File: config.mk
export PLATFORM = sky130hd
export DESIGN_NAME = video_pixel_format_converter_top
export DESIGN_NICKNAME = d
export VERILOG_FILES = /design/src/vpfc_pkg.sv /design/src/vpfc_queue.sv /design/src/vpfc_front.sv /design/src/vpfc_back.sv /design/src/video_pixel_format_converter_top.sv
export SDC_FILE = /design/constraint.sdc
export NUM_CORES = 2
export LEC_CHECK = 0
export ABC_AREA = 1
export BUFFER_PORTS_ARGS = -buffer_cell sky130_fd_sc_hd__buf_2
export CAP_MARGIN = 20
export CORE_AREA = 2 2 356 358
export CTS_CLUSTER_DIAMETER = 30
export DETAILED_ROUTE_END_ITERATION = 10
export DIE_AREA = 0 0 358 360
export PLACE_DENSITY = 0.63
export SYNTH_ARGS = -nofsm -noshare
export SYNTH_HDL_FRONTEND = slang
export SYNTH_SLANG_ARGS = --single-unit
export TNS_END_PERCENT = 30
File: constraint.sdc
create_clock -name clk -period 13.3 [get_ports clk]
set_clock_uncertainty 0.2 [all_clocks]
set_input_delay 2.66 -clock clk [delete_from_list [all_inputs] [get_ports clk]]
set_output_delay 2.66 -clock clk [all_outputs]
set_load 0.01 [all_outputs]
File: src/vpfc_pkg.sv
// ----------------------------------------------------------------------------
// vpfc_pkg - shared types and constants of the video pixel format converter
// Geometry limits, format and register codes, the job record passed from
// the classifier to the conversion pipe, and the small helper functions.
// ----------------------------------------------------------------------------
`default_nettype none

package vpfc_pkg;

  localparam int MAX_WIDTH  = 2048;
  localparam int MAX_HEIGHT = 2048;

  // configuration port
  localparam int CFG_W     = 14;   // widest register (row pitch)
  localparam int CFG_DIM_W = 12;   // width and height registers
  localparam int CFG_FMT_W = 2;

  // internal widths follow from the geometry limits
  localparam int DIM_W   = $clog2(MAX_WIDTH + 1);
  localparam int COL_W   = DIM_W + 1;                  // column may overshoot width
  localparam int ROW_W   = $clog2(MAX_HEIGHT + 1);
  localparam int POS_W   = DIM_W + ROW_W;              // linear texel position
  localparam int BPW_W   = $clog2(4 * MAX_WIDTH + 1);  // bytes in a packed row
  localparam int PITCH_W = (BPW_W > CFG_W) ? BPW_W : CFG_W;
  localparam int EXT_W   = (DIM_W > ROW_W ? DIM_W : ROW_W) + CFG_DIM_W;
  localparam int IDX_W   = 22;

  // job queue
  localparam int Q_DEPTH = 4;
  localparam int Q_AW    = $clog2(Q_DEPTH);

  // BT.601 integer coefficients
  localparam int C_Y   = 298;
  localparam int C_BU  = 516;
  localparam int C_GU  = 100;
  localparam int C_GV  = 208;
  localparam int C_RV  = 409;
  localparam int Y_OFS = 16;
  localparam int UV_OFS = 128;
  localparam int RND   = 128;
  localparam int SUM_W = 20;

  localparam logic [7:0] ALPHA_OPAQUE = 8'hFF;

  typedef enum logic [CFG_FMT_W-1:0] {
    FMT_RGB24  = 2'd0,
    FMT_RGB32  = 2'd1,
    FMT_ARGB32 = 2'd2,
    FMT_YUY2   = 2'd3
  } fmt_t;

  typedef enum logic [1:0] {
    CFG_FORMAT = 2'd0,
    CFG_WIDTH  = 2'd1,
    CFG_HEIGHT = 2'd2,
    CFG_PITCH  = 2'd3
  } cfg_idx_t;

  typedef struct packed {
    logic [DIM_W-1:0] w;
    logic [POS_W-1:0] wh;
  } geom_t;

  // one conversion job: a BGRA pixel, or a YUY2 group giving two pixels
  typedef struct packed {
    logic             yuv;
    logic [7:0]       b0;    // B  | Y0
    logic [7:0]       b1;    // G  | U
    logic [7:0]       b2;    // R  | Y1
    logic [7:0]       b3;    // A  | V
    logic [POS_W-1:0] base;  // row base (rgb) or texel position (yuv)
    logic [COL_W-1:0] col;
    logic             done;
  } job_t;

  // zero counts as one, saturate at the maximum
  function automatic logic [EXT_W-1:0] eff_dim(input logic [CFG_DIM_W-1:0] v,
                                               input logic [EXT_W-1:0] maxv);
    logic [EXT_W-1:0] ve;
    ve = EXT_W'(v);
    if (v == '0) begin
      eff_dim = EXT_W'(1);
    end else if (ve > maxv) begin
      eff_dim = maxv;
    end else begin
      eff_dim = ve;
    end
  endfunction

  // round, arithmetic shift by eight, clamp to one byte
  function automatic logic [7:0] yuv_clamp(input logic signed [SUM_W-1:0] v);
    logic signed [SUM_W-1:0] t;
    t = (v + SUM_W'(RND)) >>> 8;
    if (t < 0) begin
      yuv_clamp = 8'd0;
    end else if (t > 255) begin
      yuv_clamp = 8'hFF;
    end else begin
      yuv_clamp = t[7:0];
    end
  endfunction

endpackage

`default_nettype wire

File: src/vpfc_queue.sv
// ----------------------------------------------------------------------------
// vpfc_queue - job queue between classifier and conversion pipe
// Small first-in first-out store of job records with a fill count.
// ----------------------------------------------------------------------------
`default_nettype none

module vpfc_queue import vpfc_pkg::*; (
  input  logic clk,
  input  logic rst_n,
  input  logic push,
  input  job_t push_job,
  input  logic pop,
  output job_t head,
  output logic empty,
  output logic full
);

  job_t            mem_r [Q_DEPTH];
  logic [Q_AW-1:0] wr_r, wr_nxt;
  logic [Q_AW-1:0] rd_r, rd_nxt;
  logic [Q_AW:0]   cnt_r, cnt_nxt;

  assign empty = (cnt_r == '0);
  assign full  = (cnt_r == (Q_AW+1)'(Q_DEPTH));
  assign head  = mem_r[rd_r];

  always_comb begin
    wr_nxt  = push ? wr_r + 1'b1 : wr_r;
    rd_nxt  = pop  ? rd_r + 1'b1 : rd_r;
    cnt_nxt = cnt_r;
    if (push && !pop) begin
      cnt_nxt = cnt_r + 1'b1;
    end else if (pop && !push) begin
      cnt_nxt = cnt_r - 1'b1;
    end
  end

  always_ff @(posedge clk) begin
    if (!rst_n) begin
      wr_r  <= '0;
      rd_r  <= '0;
      cnt_r <= '0;
    end else begin
      wr_r  <= wr_nxt;
      rd_r  <= rd_nxt;
      cnt_r <= cnt_nxt;
    end
  end

  always_ff @(posedge clk) begin
    if (push) begin
      mem_r[wr_r] <= push_job;
    end
  end

endmodule

`default_nettype wire

File: src/vpfc_front.sv
// ----------------------------------------------------------------------------
// vpfc_front - configuration registers, byte classifier and frame position
// Tracks phase, row byte count, column and row per accepted byte, and
// queues a job whenever a pixel or a YUY2 group is complete.
// ----------------------------------------------------------------------------
`default_nettype none

module vpfc_front import vpfc_pkg::*; (
  input  logic             clk,
  input  logic             rst_n,
  input  logic             cfg_we,
  input  logic [1:0]       cfg_index,
  input  logic [CFG_W-1:0] cfg_data,
  input  logic             in_valid,
  input  logic [7:0]       in_byte,
  input  logic             in_fs,
  input  logic             q_full,
  output logic             in_ready,
  output logic             push,
  output job_t             push_job,
  output geom_t            geom
);

  fmt_t             fmt_r;
  logic [DIM_W-1:0] w_r;
  logic [ROW_W-1:0] h_r;
  logic [CFG_W-1:0] pitch_cfg_r;
  logic             recalc_r;
  logic [POS_W-1:0] wh_r;
  logic [PITCH_W-1:0] pitch_r;

  logic [7:0]         held_r [3];
  logic [7:0]         held_nxt [3];
  logic [1:0]         phase_r, phase_nxt;
  logic [PITCH_W-1:0] rbc_r, rbc_nxt;
  logic [COL_W-1:0]   col_r, col_nxt;
  logic [ROW_W-1:0]   row_r, row_nxt;
  logic [POS_W-1:0]   rb_r, rb_nxt;
  logic               fin_r, fin_nxt;
  logic               norm_r, norm_nxt;

  logic               accept;
  logic [1:0]         s_phase;
  logic [PITCH_W-1:0] s_rbc;
  logic [COL_W-1:0]   s_col;
  logic [ROW_W-1:0]   s_row;
  logic [POS_W-1:0]   s_rb;
  logic               s_fin;
  logic [POS_W-1:0]   p;
  logic [POS_W:0]     p1, p2, total;
  logic               nogrp, done_y;
  logic [COL_W:0]     c2, c2w;
  logic               wrap1;
  logic [1:0]         bpp_m1;
  logic               col_in, row_out, emit, done_r;
  logic [ROW_W:0]     row1;
  logic [COL_W:0]     col1;
  logic [PITCH_W:0]   rbc1;
  logic [COL_W-1:0]   ncol;
  logic [PITCH_W-1:0] bpw;

  assign in_ready = !recalc_r && !norm_r && !q_full;
  assign accept   = in_valid && in_ready;
  assign geom.w   = w_r;
  assign geom.wh  = wh_r;

  assign bpw = (fmt_r == FMT_RGB24) ? PITCH_W'({w_r, 1'b0}) + PITCH_W'(w_r)
                                    : PITCH_W'({w_r, 2'b00});

  always_comb begin
    // a frame start clears the position before the byte is looked at
    s_phase = in_fs ? '0 : phase_r;
    s_rbc   = in_fs ? '0 : rbc_r;
    s_col   = in_fs ? '0 : col_r;
    s_row   = in_fs ? '0 : row_r;
    s_rb    = in_fs ? '0 : rb_r;
    s_fin   = in_fs ? 1'b0 : fin_r;

    p      = s_rb + POS_W'(s_col);
    p1     = (POS_W+1)'(p) + 1'b1;
    p2     = (POS_W+1)'(p) + 2'd2;
    total  = (POS_W+1)'({wh_r[POS_W-1:1], 1'b0});
    nogrp  = (p1 >= total);
    done_y = (p2 >= total);
    c2     = (COL_W+1)'(s_col) + 2'd2;
    wrap1  = (c2 >= (COL_W+1)'(w_r));
    c2w    = wrap1 ? c2 - (COL_W+1)'(w_r) : c2;

    bpp_m1  = (fmt_r == FMT_RGB24) ? 2'd2 : 2'd3;
    col_in  = (s_col < COL_W'(w_r));
    row_out = (s_row >= h_r);
    emit    = col_in && (s_phase >= bpp_m1);
    col1    = (COL_W+1)'(s_col) + 1'b1;
    row1    = (ROW_W+1)'(s_row) + 1'b1;
    done_r  = (col1 >= (COL_W+1)'(w_r)) && (row1 >= (ROW_W+1)'(h_r));
    rbc1    = (PITCH_W+1)'(s_rbc) + 1'b1;
    ncol    = col_r - COL_W'(w_r);

    held_nxt  = held_r;
    phase_nxt = phase_r;
    rbc_nxt   = rbc_r;
    col_nxt   = col_r;
    row_nxt   = row_r;
    rb_nxt    = rb_r;
    fin_nxt   = fin_r;
    norm_nxt  = norm_r;
    push      = 1'b0;
    push_job  = '0;

    if (recalc_r) begin
      // geometry changed: rebuild the row base of the current row
      rb_nxt = POS_W'(row_r) * POS_W'(w_r);
    end else if (accept) begin
      phase_nxt = s_phase;
      rbc_nxt   = s_rbc;
      col_nxt   = s_col;
      row_nxt   = s_row;
      rb_nxt    = s_rb;
      fin_nxt   = s_fin;
      if (!s_fin) begin
        if (fmt_r == FMT_YUY2) begin
          if (nogrp) begin
            fin_nxt = 1'b1;
          end else if (s_phase != 2'd3) begin
            held_nxt[s_phase] = in_byte;
            phase_nxt = s_phase + 1'b1;
          end else begin
            push          = 1'b1;
            push_job.yuv  = 1'b1;
            push_job.b0   = held_r[0];
            push_job.b1   = held_r[1];
            push_job.b2   = held_r[2];
            push_job.b3   = in_byte;
            push_job.base = p;
            push_job.col  = s_col;
            push_job.done = done_y;
            phase_nxt     = '0;
            fin_nxt       = done_y;
            col_nxt       = COL_W'(c2w);
            if (wrap1) begin
              row_nxt  = s_row + 1'b1;
              rb_nxt   = s_rb + POS_W'(w_r);
              norm_nxt = (c2w >= (COL_W+1)'(w_r));
            end
          end
        end else begin
          if (row_out) begin
            fin_nxt = 1'b1;
          end else begin
            if (col_in) begin
              if (!emit) begin
                held_nxt[s_phase] = in_byte;
                phase_nxt = s_phase + 1'b1;
              end else begin
                push          = 1'b1;
                push_job.yuv  = 1'b0;
                push_job.b0   = held_r[0];
                push_job.b1   = held_r[1];
                push_job.b2   = (fmt_r == FMT_RGB24) ? in_byte : held_r[2];
                push_job.b3   = (fmt_r == FMT_ARGB32) ? in_byte : ALPHA_OPAQUE;
                push_job.base = s_rb;
                push_job.col  = s_col;
                push_job.done = done_r;
                phase_nxt     = '0;
                col_nxt       = COL_W'(col1);
                fin_nxt       = done_r;
              end
            end
            if (!(emit && done_r)) begin
              if (rbc1 >= (PITCH_W+1)'(pitch_r)) begin
                rbc_nxt   = '0;
                col_nxt   = '0;
                phase_nxt = '0;
                row_nxt   = ROW_W'(row1);
                rb_nxt    = s_rb + POS_W'(w_r);
                fin_nxt   = (row1 >= (ROW_W+1)'(h_r));
              end else begin
                rbc_nxt = PITCH_W'(rbc1);
              end
            end
          end
        end
      end
    end else if (norm_r) begin
      // column still a row width or more past the row end: one row a cycle while no geometry rebuild is pending
      col_nxt  = ncol;
      row_nxt  = row_r + 1'b1;
      rb_nxt   = rb_r + POS_W'(w_r);
      norm_nxt = (ncol >= COL_W'(w_r));
    end
  end

  always_ff @(posedge clk) begin
    if (!rst_n) begin
      fmt_r       <= FMT_RGB24;
      w_r         <= DIM_W'(1);
      h_r         <= ROW_W'(1);
      pitch_cfg_r <= CFG_W'(4);
      wh_r        <= POS_W'(1);
      pitch_r     <= PITCH_W'(4);
      recalc_r    <= 1'b0;
      held_r      <= '{default: '0};
      phase_r     <= '0;
      rbc_r       <= '0;
      col_r       <= '0;
      row_r       <= '0;
      rb_r        <= '0;
      fin_r       <= 1'b0;
      norm_r      <= 1'b0;
    end else begin
      recalc_r <= cfg_we;
      if (cfg_we) begin
        case (cfg_idx_t'(cfg_index))
          CFG_FORMAT: fmt_r <= fmt_t'(cfg_data[CFG_FMT_W-1:0]);
          CFG_WIDTH: begin
            w_r <= DIM_W'(eff_dim(cfg_data[CFG_DIM_W-1:0], EXT_W'(MAX_WIDTH)));
          end
          CFG_HEIGHT: begin
            h_r <= ROW_W'(eff_dim(cfg_data[CFG_DIM_W-1:0], EXT_W'(MAX_HEIGHT)));
          end
          CFG_PITCH: pitch_cfg_r <= cfg_data;
          default: ;
        endcase
      end
      if (recalc_r) begin
        wh_r    <= POS_W'(w_r) * POS_W'(h_r);
        pitch_r <= (PITCH_W'(pitch_cfg_r) > bpw) ? PITCH_W'(pitch_cfg_r) : bpw;
      end
      held_r  <= held_nxt;
      phase_r <= phase_nxt;
      rbc_r   <= rbc_nxt;
      col_r   <= col_nxt;
      row_r   <= row_nxt;
      rb_r    <= rb_nxt;
      fin_r   <= fin_nxt;
      norm_r  <= norm_nxt;
    end
  end

endmodule

`default_nettype wire

File: src/vpfc_back.sv
// ----------------------------------------------------------------------------
// vpfc_back - texel conversion pipe
// Takes jobs from the queue, forms the texel index, runs the BT.601
// products and the rounding clamp, and holds the result in the output
// register. A YUY2 job issues twice, one texel per cycle while the output is not stalled.
// ----------------------------------------------------------------------------
`default_nettype none

module vpfc_back import vpfc_pkg::*; (
  input  logic             clk,
  input  logic             rst_n,
  input  job_t             head,
  input  logic             q_empty,
  input  geom_t            geom,
  input  logic             out_ready,
  output logic             pop,
  output logic             out_valid,
  output logic [7:0]       blue,
  output logic [7:0]       green,
  output logic [7:0]       red,
  output logic [7:0]       alpha,
  output logic [IDX_W-1:0] texel_index,
  output logic             run_last,
  output logic             frame_done
);

  logic adv, issue, half_r;
  logic [7:0] y_sel;
  logic signed [9:0] ty;
  logic signed [8:0] tu, tv;
  logic [IDX_W-1:0]  idx_c;

  // product stage
  logic                    va_r, yuv_a_r, last_a_r, done_a_r;
  logic [7:0]              b0_a_r, b1_a_r, b2_a_r, b3_a_r;
  logic [IDX_W-1:0]        idx_a_r;
  logic signed [SUM_W-1:0] py_a_r, pbu_a_r, pgu_a_r, pgv_a_r, prv_a_r;
  logic signed [SUM_W-1:0] sb, sg, sr;

  // output register
  logic             ov_r, last_r, done_r;
  logic [7:0]       blue_r, green_r, red_r, alpha_r;
  logic [IDX_W-1:0] idx_r;

  assign adv   = !ov_r || out_ready;
  assign issue = !q_empty && adv;
  assign pop   = issue && (!head.yuv || half_r);

  always_comb begin
    y_sel = half_r ? head.b2 : head.b0;
    ty    = 10'($signed({2'b00, y_sel}) - 10'(Y_OFS));
    tu    = 9'($signed({1'b0, head.b1}) - 9'(UV_OFS));
    tv    = 9'($signed({1'b0, head.b3}) - 9'(UV_OFS));
    if (head.yuv) begin
      idx_c = IDX_W'(head.base + POS_W'(half_r));
    end else begin
      idx_c = IDX_W'(geom.wh - POS_W'(geom.w) - head.base + POS_W'(head.col));
    end
    sb = py_a_r + pbu_a_r;
    sg = py_a_r - pgu_a_r - pgv_a_r;
    sr = py_a_r + prv_a_r;
  end

  always_ff @(posedge clk) begin
    if (!rst_n) begin
      half_r <= 1'b0;
      va_r   <= 1'b0;
      ov_r   <= 1'b0;
    end else begin
      if (issue && head.yuv) begin
        half_r <= !half_r;
      end
      if (adv) begin
        va_r <= issue;
        ov_r <= va_r;
      end
    end
  end

  always_ff @(posedge clk) begin
    if (adv) begin
      yuv_a_r  <= head.yuv;
      last_a_r <= !head.yuv || half_r;
      done_a_r <= head.done && (!head.yuv || half_r);
      b0_a_r   <= head.b0;
      b1_a_r   <= head.b1;
      b2_a_r   <= head.b2;
      b3_a_r   <= head.b3;
      idx_a_r  <= idx_c;
      py_a_r   <= SUM_W'(ty * C_Y);
      pbu_a_r  <= SUM_W'(tu * C_BU);
      pgu_a_r  <= SUM_W'(tu * C_GU);
      pgv_a_r  <= SUM_W'(tv * C_GV);
      prv_a_r  <= SUM_W'(tv * C_RV);

      if (yuv_a_r) begin
        blue_r  <= yuv_clamp(sb);
        green_r <= yuv_clamp(sg);
        red_r   <= yuv_clamp(sr);
        alpha_r <= ALPHA_OPAQUE;
      end else begin
        blue_r  <= b0_a_r;
        green_r <= b1_a_r;
        red_r   <= b2_a_r;
        alpha_r <= b3_a_r;
      end
      idx_r  <= idx_a_r;
      last_r <= last_a_r;
      done_r <= done_a_r;
    end
  end

  assign out_valid   = ov_r;
  assign blue        = blue_r;
  assign green       = green_r;
  assign red         = red_r;
  assign alpha       = alpha_r;
  assign texel_index = idx_r;
  assign run_last    = last_r;
  assign frame_done  = done_r;

endmodule

`default_nettype wire

File: src/video_pixel_format_converter_top.sv
// ----------------------------------------------------------------------------
// video_pixel_format_converter_top - raw video bytes to BGRA texels
// Byte-stream in, texel stream out, with a plain register write port.
// ----------------------------------------------------------------------------
// The block takes one raw frame byte per beat and one cycle, and gives
// BGRA texels with their index in the destination texture. RGB24, RGB32
// and ARGB32 pixels are gathered from 3 or 4 bytes, padding up to the row
// pitch is dropped, and rows are flipped (the source is bottom-up); one
// texel leaves for every 3 or 4 bytes. A YUY2 group of four bytes gives
// two texels through BT.601 integer coefficients, leaving one after the
// other, rows kept top-down. The input side runs at one byte per clock
// when not stalled, set by the position update in the classifier;
// the conversion pipe behind the four-entry job queue emits one texel a
// cycle, so the queue never fills at full input rate while the sink keeps
// up; under sink back-pressure in_tready drops while the queue is full.
// in_tready also drops for one cycle after every configuration write while
// the geometry products (width times height, row base, effective pitch)
// are rebuilt, and, in YUY2 only, while the column is walked back a row
// at a time whenever a group leaves it a whole row width or more past the
// row end: on every group at a width of one, and when a narrower width
// takes effect in mid-frame. The completing byte's job passes through the
// job queue, the product stage and the output register; a YUY2 group's
// second texel follows its first. Bytes after the frame's last texel are
// dropped until a beat with in_tuser set starts the next frame.
// ----------------------------------------------------------------------------
`default_nettype none

module video_pixel_format_converter_top import vpfc_pkg::*; (
  input  logic             clk,
  input  logic             rst_n,
  // configuration
  input  logic             cfg_we,
  input  logic [1:0]       cfg_index,
  input  logic [CFG_W-1:0] cfg_data,
  // byte stream
  input  logic             in_tvalid,
  output logic             in_tready,
  input  logic [7:0]       in_tdata,   // [7:0] byte_in
  input  logic             in_tuser,   // [0] frame_start
  // texel stream
  output logic             out_tvalid,
  input  logic             out_tready,
  output logic [55:0]      out_tdata,  // [7:0] blue, [15:8] green, [23:16] red,
                                       // [31:24] alpha, [53:32] texel_index
  output logic             out_tlast,  // run_last
  output logic             out_tuser   // [0] frame_done
);

  logic  push, pop, q_empty, q_full;
  job_t  push_job, head;
  geom_t geom;

  logic [7:0]       blue, green, red, alpha;
  logic [IDX_W-1:0] texel_index;

  // classify bytes and track the frame position
  vpfc_front u_front (
    .clk       (clk),
    .rst_n     (rst_n),
    .cfg_we    (cfg_we),
    .cfg_index (cfg_index),
    .cfg_data  (cfg_data),
    .in_valid  (in_tvalid),
    .in_byte   (in_tdata),
    .in_fs     (in_tuser),
    .q_full    (q_full),
    .in_ready  (in_tready),
    .push      (push),
    .push_job  (push_job),
    .geom      (geom)
  );

  // decouple classifier and conversion pipe
  vpfc_queue u_queue (
    .clk      (clk),
    .rst_n    (rst_n),
    .push     (push),
    .push_job (push_job),
    .pop      (pop),
    .head     (head),
    .empty    (q_empty),
    .full     (q_full)
  );

  // convert and hold the texel until the sink takes it
  vpfc_back u_back (
    .clk         (clk),
    .rst_n       (rst_n),
    .head        (head),
    .q_empty     (q_empty),
    .geom        (geom),
    .out_ready   (out_tready),
    .pop         (pop),
    .out_valid   (out_tvalid),
    .blue        (blue),
    .green       (green),
    .red         (red),
    .alpha       (alpha),
    .texel_index (texel_index),
    .run_last    (out_tlast),
    .frame_done  (out_tuser)
  );

  assign out_tdata = {2'b00, texel_index, alpha, red, green, blue};

  // never queue a job into a full queue
  a_no_overflow: assert property (@(posedge clk) disable iff (!rst_n)
    push |-> !q_full)
    else $error("job pushed into full queue");

  // hold off bytes while geometry is rebuilt
  a_recalc_stall: assert property (@(posedge clk) disable iff (!rst_n)
    cfg_we |=> !in_tready)
    else $error("byte accepted during geometry rebuild");

  // the frame's final texel closes its byte's run
  a_done_last: assert property (@(posedge clk) disable iff (!rst_n)
    (out_tvalid && out_tuser) |-> out_tlast)
    else $error("frame_done without run_last");

  // pop only what is there
  a_no_underflow: assert property (@(posedge clk) disable iff (!rst_n)
    pop |-> !q_empty)
    else $error("pop from empty queue");

endmodule

`default_nettype wire
# Word level (Yosys, flattened, before mapping)
# Memory sizes are Yosys's and may differ from the RTL's. A register that Yosys moved wholly into a read port is not among the register bits.
# Cells that the tools add are included.
[word_totals]
ff_bits = 384
latchBits = 0
mem_bits_rw = 284
mem_bits_ro = 0
in_bits = 30
mem_count = 1
[memory_table]
columns = ["name", "words", "word_bits", "read_ports", "rd_ports_with_merged_regs", "wr", "line_no", "source"]
rows = [
  ["u_queue.mem_r", 4, 71, 1, 1, 1, "vpfc_queue.sv:18", "job_t mem_r [Q_DEPTH];"],
]
[classes]
n_addsub = 33
mul = 7
div_mod_pow = 0
magnitude_cmp = 21
eq_ne = 16
n_shift = 0
n_mux = 120
bitwise_logic = 3
reduce_logical = 40
[op_table]
columns = ["op", "count"]
rows = [
  ["$mux W71", 8],
  ["$mux W24", 18],
  ["$mux W12", 13],
  ["$mux W13", 12],
  ["$mux W14", 9],
  ["$mux W8", 13],
  ["$mux W70", 1],
  ["$add A20 B9 Y20 const B", 3],
  ["$ge A25 B24 Y1", 2],
  ["$add A24 B12 Y24", 2],
  ["$mul A12 B12 Y24", 2],
  ["$ge A14 B12 Y1", 3],
  ["$add A20 B20 Y20", 2],
  ["$sub A20 B20 Y20", 2],
  ["$gt A12 B9 Y1 const B", 3],
  ["$lt A12 B1 Y1 const B", 3],
  ["$mul A9 B9 Y18 const B", 2],
  ["$mux W1", 29],
  ["$ge A13 B12 Y1", 2],
  ["$add A24 B1 Y25 const B", 1],
  ["$add A24 B2 Y25 const B", 1],
  ["$add A12 B1 Y12 const B", 2],
  ["$add A24 B13 Y24", 1],
  ["$bwmux W24", 1],
  ["48 further kinds", 105],
]

# Longest topological paths before layout
[depth]
word_depth = 15
ltp_mapped = 46

# Modules after synthesis
# A second synthesis with hierarchy kept.
[hier_totals]
hier_cells = 7132
area_unflattened_um2 = 57229.9
[modules_own_cells]
columns = ["mod", "n_inst", "cells_each", "area_per_inst_um2"]
rows = [
  ["vpfc_front", 1, 4495, 29099.2],
  ["vpfc_back", 1, 1889, 17138.9],
  ["vpfc_queue", 1, 745, 10973.0],
  ["video_pixel_format_converter_top", 1, 3, 18.8],
]

# Worst setup path before layout
# OpenSTA, ideal clock, no wires.
[synth_timing]
path_type = "input port to flip-flop"
start = "input port in_tuser"
end = "memory u_queue.mem_r[0][0] (netlist bit) (enable)"
t_arrival_ns = 10.471
t_required_ns = 12.602
setup_slack_ns = 2.132
path_stages = 38
n_path_buf = 6
cell_sequence = "buf_6 buf_6 buf_4 clkbuf_1 nor2_1 ha_1 ha_1 inv_1 nand2_1 nand2_1 and2_1 clkbuf_1 ha_1 inv_1 nor2_1 inv_1 nor2_1 nand2_1 (+2 left out) nor2_1 xor2_1 ha_1 nand2_1 nor2_1 a211oi_1 a21boi_0 o21ai_0 a21oi_1 nand2_4 inv_4 nand2_8 nor2_4 nand2_4 nand2_4 inv_4 buf_6 nor2_1"
[synth_between]
elab_chain_cells = 12
[synth_lines]
columns = ["element", "line_no", "source"]
rows = [
  ["from (decl)", "video_pixel_format_converter_top.sv:39", "input logic in_tuser,"],
  ["parallel branches: the longest is 7 deep, another holds $add A24 B1 Y25", "n/a", ""],
  ["$mux W1 *", "vpfc_front.sv:120", "if (!s_fin) begin"],
  ["$mux W1 *", "vpfc_front.sv:113", "end else if (accept) begin"],
  ["$mux W1 *", "vpfc_front.sv:110", "if (recalc_r) begin"],
  ["net push", "video_pixel_format_converter_top.sv:49", "logic push, pop, q_empty, q_full;"],
  ["$mux W1 *", "vpfc_queue.sv:51", "if (push) begin"],
  ["$mux W1 (not written as such) *", "vpfc_queue.sv:52", "mem_r[wr_r] <= push_job;"],
  ["to (decl)", "vpfc_queue.sv:18", ""],
]
# Mark *: on every way through the listed nets, which the timed path passes.

# Final worst setup path
[layout_timing]
start = "input port in_tuser"
end = "memory u_queue.mem_r[2][29] (netlist bit) (enable)"
# Same word-level chain as after synthesis.

==> summary.md <==
| Metric | Value |
|---|---|
| Status | complete, no violations |
| Die area | 0.129 mm2 |
| Post-Synth XOR/XNOR Area | 3.97% |
| Compound-cell area share of the yosys netlist | 13.3% |
| Routed wire length | 174000 um |
| Clk_lat worst skew | 790 ps |
| Fmax | 0.0946 GHz |
| First-pass GRT wire length | 267000 um |
| Worst rel slew slack | 28.3% |
| Largest net degree at the start of global routing | 104 |
| Area growth from synthesis to final layout | 14.1% |
| Worst path bufs/invs | 7 |
| Syn. warnings | 0 |
| CP max FO | 50 |
| Slowest CP cell | a21oi_1 |
| Most instantiated cells after synthesis | 1435 x nand2_1, 1115 x inv_1, 650 x ha_1 |
| Initial Utilization | 44.8% |
| DP HPWL | 132000 um |
| Slew @ Worst Pin | 1070 ps |
| Yosys reg bits | 640 |
| Final Cycle Share | 79.5% |
| Clock root buffer master | clkbuf_16 |
| First-pass DRT Iterations | 7 |
| Critical Path Sink Type | register |
| Vias in the first global route | 46258 |
| Share of cells above drive strength 1 | 8.14% |
| WP data arrival | 10820 ps |
| Post-cts sizing count | 0 |
| Post-Synth Adder-Cell Area | 24.7% |
| Maximum clock path buffer count | 3 |
| Hold Buf Count CTS | 0 |
| Hold Crit Class | register to register |
| Core area | 0.125 mm2 |
| Final setup fails | 0 |
| RSZ-0062 raised after global routing | no |
| First-iteration detailed-routing DRC count | 3442 |
| Async S/R FF share, synth | 0% |
| Main synth FF type | edfxtp_1 |
| Fin. Hold Viols | 0 |
| Routed vias/inst | 5.40 |
| Post-Place Cells | 8454 |
| DIE HEIGHT | 360 um |
| Max Cap Violations | 0 |
| CTS sink cnt | 640 |
| Crit start category | primary input |
| Cell family with most CP delay | simple AND/OR/NAND/NOR gates |
| Setup tns final | 0 ps |
| Leakage | 0.0306 uW |
| Reg-to-reg critical path startpoint | u_front.col_r[9] |
| Fillers | 11814 |
| # DRC | 0 |
| Worst Path Class, Setup | primary input to register |
| Avg Cell Area, Syn | 8.13 um2 |
| CTS buffer count | 158 |
| Routed length per instance | 19.9 um |
| Antenna violations before repair | 6 |
| Setup Buffers After CTS | 0 |
| Yosys cell types | 69 |
| EDFF count, synth | 458 |
| Fin crit period | 10570 ps |
| Gr usage total | 26.9% |
| # rows | 130 |
| Final cell count without fillers | 8750 |
| Pwr Density | 278 mW/mm2 |
| HP Start | u_back.idx_a_r[15] |
| Top post-synthesis cells by area | edfxtp_1 25%, ha_1 15%, fa_1 10%, nand2_1 9.6%, inv_1 7.5% |
| Final net count | 7928 |
| Worst Setup SP | in_tuser |
| Max Slew Vio Count | 0 |
| Buffers added on ports | 87 |
| Top cell type's share of synthesized area | 24.6% |
| Count leader, synth | nand2_1 |
| Post-layout util | 51.1% |
| Final Wtd Congestion | 0.975 |
| Die width | 358 um |
| Syn Inst Count | 6887 |
| Peak VDD IR | 0.000255 V |
| Cell taking the most area after synthesis | edfxtp_1 |
| Grt total ovfl | 0 |
| CTS H-tree depth | 4 |
| Synth Area in Simple Gates | 17.4% |
| Mux cell area share after synthesis | 0.0358% |
| Largest family of logic cells by synthesized area | adder cells |
| WP data required | 13550 ps |
| IO Pins | 90 |
| Reg clk slew, reported paths | 40 ps |
| Post-route ant nets | 0 |
| Seq/Total Area, Yosys | 31.1% |
| Crit-path max cell delay | 820 ps |
| Vias | 47259 |
| Cell Area, Synth | 0.0560 mm2 |
| Most used cell along the critical path | nand2_1 |
| CTS tree | built |
==> registers in the layout, summed over array words and instances (netlist names), 11 cells and up, named ones only <==
register	cells
u_front.col_r	13
u_back.idx_a_r	22
u_front.w_r	12
u_front.pitch_cfg_r	14
u_front.held_r	24
u_back.texel_index	22
u_back.pbu_a_r	11
u_queue.mem_r	276
u_front.rb_r	24
u_front.wh_r	24
u_front.rbc_r	14
u_front.pitch_r	14
u_back.pgu_a_r	12
u_front.row_r	12
u_front.h_r	12
u_back.prv_a_r	19
u_back.pgv_a_r	12
u_back.py_a_r	18
==> final timing paths <==
check                                         endpoint  slack (ps)  cells past startpoint
worst max-delay path              u_queue.mem_r[2][29]        2730                     34
worst max register to register    u_queue.mem_r[2][29]        4700                     31
worst min-delay path            u_back.texel_index[15]         210                      0
worst min register to register  u_back.texel_index[15]         210                      0
==> power by group <==
part	total, uW	switching (uW)	internal [uW]	leakage, uW
registers	3260	364	2890	0.00585
logic	10400	6530	3890	0.0220
clock network	4100	1320	2770	0.00276
==> layer usage <==
| layer | vias up | routed length, um | global-route usage [%] |
|---|---|---|---|
| met4 | 10 | 7450 | 11.4 |
| met2 | 1428 | 82000 | 44.8 |
| li1 | 22893 | - | - |
| met1 | 22574 | 74100 | 34.5 |
| met5 | - | 60 | 0 |
| met3 | 354 | 10300 | 4.32 |
==> worst register-to-register path: cells and delay by family, from the launching register on <==
kind,cells,cell delay [ps]
flip-flops,1,430
buffers and inverters,5,1050
XOR/XNOR,1,160
AND/OR/NAND/NOR,16,3800
AO/OA/AOI/OAI,7,1890
adder cells (fa/ha/maj),2,670
==> area by class of cell <==
class,instances,area (um2),area share [%]
Timing Repair Buffer,163,1080,1.69
Clock inverter,114,1680,2.63
Clock buffer,180,4100,6.41
Tap cell,1650,2060,3.23
Sequential cell,640,17400,27.2
Multi-Input combinational cell,4861,33200,52.0
Antenna cell,1,2.50,0.00392
Inverter,1141,4300,6.74
==> logic make-up after synthesis <==
logic type	count (synthesis)
and+or+nand+nor	2335
buffers and inverters	1387
adders and majority gates	933
xor gates and xnor gates	251
DFF	640
other	1
AOI/OAI and AO/OA	1338
muxes	2
==> metrics by stage <==
stage               total power [uW]  hold WS (ps)  worst slack, ps  cell area (um2)
floorplan                      10900           200             2130            56000
global placement               13400           203             2130            58100
detailed placement             13600           205             2000            58100
CTS                            17800           214             2830            63800
global route                   19500           223             2180            63900
finish                         17800           213             2730            63900
==> placed cells by master, fill, tap and decap left out, types with 27 or more instances in the layout <==
master,n
a21oi_1,525
nor2_1,469
nor3_1,54
ha_1,650
bufinv_16,27
xnor2_1,59
nand3_1,197
edfxtp_1,458
o22ai_1,78
buf_4,72
xor2_1,190
nand2_1,1434
o21ai_0,492
inv_1,1113
nand4_1,49
dfxtp_1,180
buf_2,86
fa_1,283
clkbuf_16,158
o211ai_1,41
No activity file was read; power rests on OpenSTA's default activity.
